<file path="src/rtl/cts_pkg.sv">
package cts_pkg;

  localparam int ACTION_W = 4;

  typedef enum logic [3:0] {
    ACT_CREATE    = 4'd0,
    ACT_DISPATCH  = 4'd1,
    ACT_COMPLETE  = 4'd2,
    ACT_TRANSFER  = 4'd3,
    ACT_CALL      = 4'd4,
    ACT_DELAY     = 4'd5,
    ACT_TICK      = 4'd6,
    ACT_INT_ENTER = 4'd7,
    ACT_INT_EXIT  = 4'd8
  } action_t;

  typedef enum logic [2:0] {
    RES_OK         = 3'd0,
    RES_INVALID    = 3'd1,
    RES_NO_SLOT    = 3'd2,
    RES_STACK_FULL = 3'd3,
    RES_PEND_ISR   = 3'd4,
    RES_TIMEOUT    = 3'd5,
    RES_NOT_SIGNAL = 3'd6,
    RES_IDLE       = 3'd7
  } result_t;

  localparam logic [1:0] ST_READY        = 2'd0;
  localparam logic [1:0] ST_PEND         = 2'd1;
  localparam logic [1:0] ST_PEND_TIMEOUT = 2'd3;

  localparam logic [1:0] AT_FREE     = 2'd0;
  localparam logic [1:0] AT_READY    = 2'd1;
  localparam logic [1:0] AT_PEND     = 2'd2;
  localparam logic [1:0] AT_DETACHED = 2'd3;

  localparam logic [7:0] NEST_LIMIT = 8'd255;
  localparam logic [31:0] INF_DELAY_RESET = 32'hFFFF_FFFF;
  localparam logic [0:0] REG_INF_DELAY = 1'b0;

  typedef struct packed {
    logic [3:0]  action;
    logic [15:0] routine_id;
    logic [31:0] routine_arg;
    logic [4:0]  stack_size;
    logic [31:0] delay_ticks;
  } request_t;

  typedef struct packed {
    logic [2:0]  status;
    logic [2:0]  task_id;
    logic [15:0] run_routine;
    logic [31:0] run_arg;
    logic        task_freed;
  } response_t;

  // controller to datapath
  typedef struct packed {
    logic capture;   // latch request
    logic exec;      // main action step
    logic fetch;     // present frame read address
    logic finish;    // emit result
    logic tick_init;
    logic tick_step;
    logic tick_done;
  } dp_cmd_t;

  typedef struct packed {
    logic is_tick;
    logic needs_read;
    logic tick_last;
  } dp_stat_t;

endpackage

</file>
<file path="src/rtl/cts_ctrl.sv">
module cts_ctrl import cts_pkg::*; (
  input  logic     clk,
  input  logic     rst,
  input  logic     start,
  output logic     busy,
  input  dp_stat_t stat,
  output dp_cmd_t  cmd
);
  typedef enum logic [5:0] {
    S_IDLE  = 6'b000001,
    S_EXEC  = 6'b000010,
    S_FETCH = 6'b000100,
    S_DONE  = 6'b001000,
    S_TICK  = 6'b010000,
    S_TEND  = 6'b100000
  } state_t;

  state_t state, state_next;

  always_ff @(posedge clk) begin
    if (rst) begin
      state <= S_IDLE;
    end else begin
      state <= state_next;
    end
  end

  always_comb begin
    state_next = state;
    cmd = '0;
    unique case (state)
      S_IDLE: begin
        if (start) begin
          cmd.capture = 1'b1;
          state_next = S_EXEC;
        end
      end
      S_EXEC: begin
        if (stat.is_tick) begin
          cmd.tick_init = 1'b1;
          state_next = S_TICK;
        end else if (stat.needs_read) begin
          cmd.fetch = 1'b1;
          state_next = S_FETCH;
        end else begin
          cmd.exec = 1'b1;
          state_next = S_DONE;
        end
      end
      S_FETCH: begin
        cmd.exec = 1'b1;
        state_next = S_DONE;
      end
      S_DONE: begin
        cmd.finish = 1'b1;
        state_next = S_IDLE;
      end
      S_TICK: begin
        cmd.tick_step = 1'b1;
        if (stat.tick_last) begin
          state_next = S_TEND;
        end
      end
      S_TEND: begin
        cmd.tick_done = 1'b1;
        cmd.finish = 1'b1;
        state_next = S_IDLE;
      end
      default: state_next = S_IDLE;
    endcase
  end

  assign busy = (state != S_IDLE);
endmodule

</file>
<file path="config.mk">
export PLATFORM = sky130hd
export DESIGN_NAME = cts_ctrl
export DESIGN_NICKNAME = d
export VERILOG_FILES = /design/src/rtl/cts_pkg.sv /design/src/rtl/cts_ctrl.sv
export SDC_FILE = /design/constraint.sdc
export NUM_CORES = 1
export LEC_CHECK = 0
export BUFFER_PORTS_ARGS = -buffer_cell sky130_fd_sc_hd__buf_4
export CAP_MARGIN = 10
export CORE_AREA = 2 2 39 41
export DETAILED_ROUTE_END_ITERATION = 12
export DIE_AREA = 0 0 41 43
export PLACE_DENSITY = 0.44
export SYNTH_ARGS = -nofsm -noshare
export SYNTH_HDL_FRONTEND = slang
export SYNTH_SLANG_ARGS = --single-unit
export TNS_END_PERCENT = 5
</file>
<file path="constraint.sdc">
create_clock -name clk -period 1.47 [get_ports clk]
set_input_delay 0.294 -clock clk [delete_from_list [all_inputs] [get_ports clk]]
set_output_delay 0.294 -clock clk [all_outputs]
set_load 0.05 [all_outputs]
</file>
==> flow_summary_export.csv <==
group,metric,value,unit
timing,rsz0062_at_grt,"yes",
yosys,avgSynthCellArea,8.66,µm²
cts,cts_root_buf,"clkbuf_4",
floorplan,die_w,41,µm
setup_path,cpMaxStageDelayCell,"dfxtp_4",
finish,regMostFlops,"state",
yosys,seq_area_frac_synth,0.347,
cts,clk_pin_slew,0.05,ns
setup_path,startpoint_type,"flip-flop",
setup_path,cp.arrival,1.34,ns
timing,finalHoldViolCount,0,
timing,period_needed,1.63,ns
setup_path,crit_fanout,4,
setup_path,crit_family,"simple AND/OR/NAND/NOR gates",
floorplan,rows,14,
timing,finalCritPeriodShare,1.11,
cts,cts_tree,"yes",
timing,setup-violations-final,7,
finish,top_regs,"state: 6 flops",
cts,htree_levels,1,
setup_path,cp-end-kind,"output port",
timing,fmax,0.613,GHz
min_path,hold_start,"rst",
drt,drc,0,
yosys,netlist_instances,40,
timing,fin_skew,0.00329,ns
yosys,synth-seq-cells,6,
placement,io_buffers,13,
job,maxCapViolCount,0,
floorplan,dieArea,1760,µm²
finish,num-nets-final,73,
finish,syn2layout_area_growth,85.2,%
drt,vias_per_cell,4.88,
yosys,synth_cell_types,21,
setup_path,startpoint,"state[3]",
timing,worst_pin_slew,0.288,ns
cts,insertion_delay,0.24,ns
run_status,violations,"setup timing",
drt,via_count,395,
global_route,grt_max_degree,7,
floorplan,die_h,43,µm
cts,cts.sinks,6,
min_path,hold_class,"in -> reg",
finish,antennaDiodeCount,0,
cts,cts_buffer_depth,2,
setup_path,slowest_delay,0.35,ns
timing,max_slew_margin,0.806,
finish,final_core_util,0.464,
global_route,first_global_vias,409,
finish,largest_register_ffs,6,
floorplan,start_util,0.250,
setup_path,path_cells,"nor4_4 -> and4b_1 -> buf_6",
setup_path,criticalPathCategory,"reg -> out",
timing,slew_viol_final,0,
yosys,synth_nets,46,
finish,drive_gt1_frac,0.646,
drt,drt-initial-drc-count,4,
timing,tns,-0.809,ns
cts,cts_hold_buf,0,
global_route,grt_pass1_wl,1570,µm
global_route,gr-total-overflow,0,
pwr,ir_worst_vdd,384,µV
pwr,p_leak,0.281,nW
setup_path,cp.required,1.18,ns
setup_path,r2r_start,"state[3]",
pwr,powerDensity,687,nW/µm²
drt,avgRoutedWirePerCell,11.1,µm
drt,wl,903,µm
global_route,track_usage,0.134,
yosys,netlist_area,347,µm²
placement,hpwl,729,µm
setup_path,critPathBufInv,1,
placement,gp_congestion,0.765,
global_route,antenna_found_initial,0,
finish,nFillCells,141,
run_status,status,"finished, violations left",
floorplan,io_pins,14,
floorplan,coreArea,1380,µm²
yosys,yosys_warnings,0,
timing,worst_slack,-0.160,ns
drt,dr.pass1.iters,2,
drt,detail-route-antenna-nets,0,
cts,numCtsBuffers,3,
[cell usage in the layout (no fill, tap or decap)]
cell and instances:
a211oi_1 1, a31oi_1 1, and2_1 2, and3_1 2, and3b_1 1, and4b_1 1, buf_4 14, buf_6 8
clkbuf_4 3, dfxtp_1 1, dfxtp_2 4, dfxtp_4 1, inv_1 1, mux2i_1 1, nand2_1 1, nand2_2 2
nand3_1 1, nor2_2 2, nor2_4 2, nor2b_1 2, nor2b_2 2, nor3_1 2, nor3_2 1, nor3b_1 1
nor3b_2 1, nor4_1 1, nor4_4 2, o21a_1 2, o21ai_0 1, xnor2_1 1
[metal layers]
layer | share of wire | routed length, µm | vias to the layer above | track usage
met5 | 0 | 0 | - | 0
met2 | 0.54 | 487 | 11 | 0.219
met3 | 0.047 | 42 | 2 | 0.0471
met4 | 0.0066 | 6 | 0 | 0.0800
met1 | 0.41 | 366 | 186 | 0.136
li1 | - | - | 196 | -
[cell families after synthesis]
logic type / count (synthesis) / share of synthesized area
AO/OA/AOI/OAI: 5 / 0.0975
XOR/XNOR: 1 / 0.0253
buffers and inverters: 1 / 0.0108
multiplexers: 1 / 0.0289
flip-flops: 6 / 0.347
AND/OR/NAND/NOR: 26 / 0.491
[cell usage after synthesis]
| cell type | number | area share |
|---|---|---|
| dfxtp_1 | 6 | 0.35 |
| nor2_1 | 4 | 0.043 |
| nor2b_1 | 4 | 0.072 |
| nand2_1 | 3 | 0.032 |
| nor3_1 | 3 | 0.043 |
| and2_1 | 2 | 0.036 |
| and3_1 | 2 | 0.036 |
| nor3b_1 | 2 | 0.043 |
| o21a_1 | 2 | 0.043 |
| a211oi_1 | 1 | 0.022 |
| a31oi_1 | 1 | 0.018 |
| and3b_1 | 1 | 0.025 |
| and4b_1 | 1 | 0.029 |
| inv_1 | 1 | 0.011 |
| mux2i_1 | 1 | 0.029 |
| nand3_1 | 1 | 0.014 |
| nor4_1 | 1 | 0.018 |
| nor4_2 | 1 | 0.036 |
| nor4_4 | 1 | 0.061 |
| o21ai_0 | 1 | 0.014 |
| xnor2_1 | 1 | 0.025 |
[power breakdown]
group | total (mW) | leakage, nW | switching [mW] | internal (mW)
sequential | 0.174 | 0.0507 | 0.00714 | 0.167
combinational | 0.116 | 0.217 | 0.0627 | 0.0536
clock | 0.151 | 0.0138 | 0.0583 | 0.0923
total | 0.441 | 0.281 | 0.128 | 0.313
[worst register-to-register path: cells and delay by family, from the launching register on]
kind / cells / cell delay, ns
compound gates: 1 / 0.17
buf+inv: 1 / 0.14
simple gates: 2 / 0.42
flops: 1 / 0.35
[path summary, 6_finish.rpt]
kind               to  slack, ns  cells after the start
max            cmd[4]      -0.16                      3
min          state[1]       0.25                      2
max reg2reg  state[5]       0.29                      4
min reg2reg  state[3]       0.57                      2
[through the flow]
stage               power (mW)  hold slack (ns)  worst slack [ns]  instance area [µm²]  std cells
global placement         0.277            0.508            0.0469                  527         75
detailed placement       0.278            0.508            0.0157                  527         75
floorplan                0.241            0.370            -0.167                  364         40
finish                   0.441            0.249            -0.160                  642         81
global route             0.471            0.249            -0.247                  642         81
CTS                      0.446            0.244            -0.188                  604         79
[cell type report]
| cell class | count | area, µm² | share of cell area |
|---|---|---|---|
| Multi-Input combinational cell | 33 | 272 | 0.423 |
| Timing Repair Buffer | 22 | 195 | 0.304 |
| Sequential cell | 6 | 129 | 0.201 |
| Clock buffer | 3 | 22.5 | 0.0351 |
| Tap cell | 16 | 20.0 | 0.0312 |
| Inverter | 1 | 3.75 | 0.00585 |
[timing repair]
action | in CTS | in global routing
endpoints found under the setup margin | 8 | 8
pin swaps | 5 | 3
buffers inserted | 1 | 2
resized for setup | 14 | 8
No activity file was read; power rests on OpenSTA's default activity.
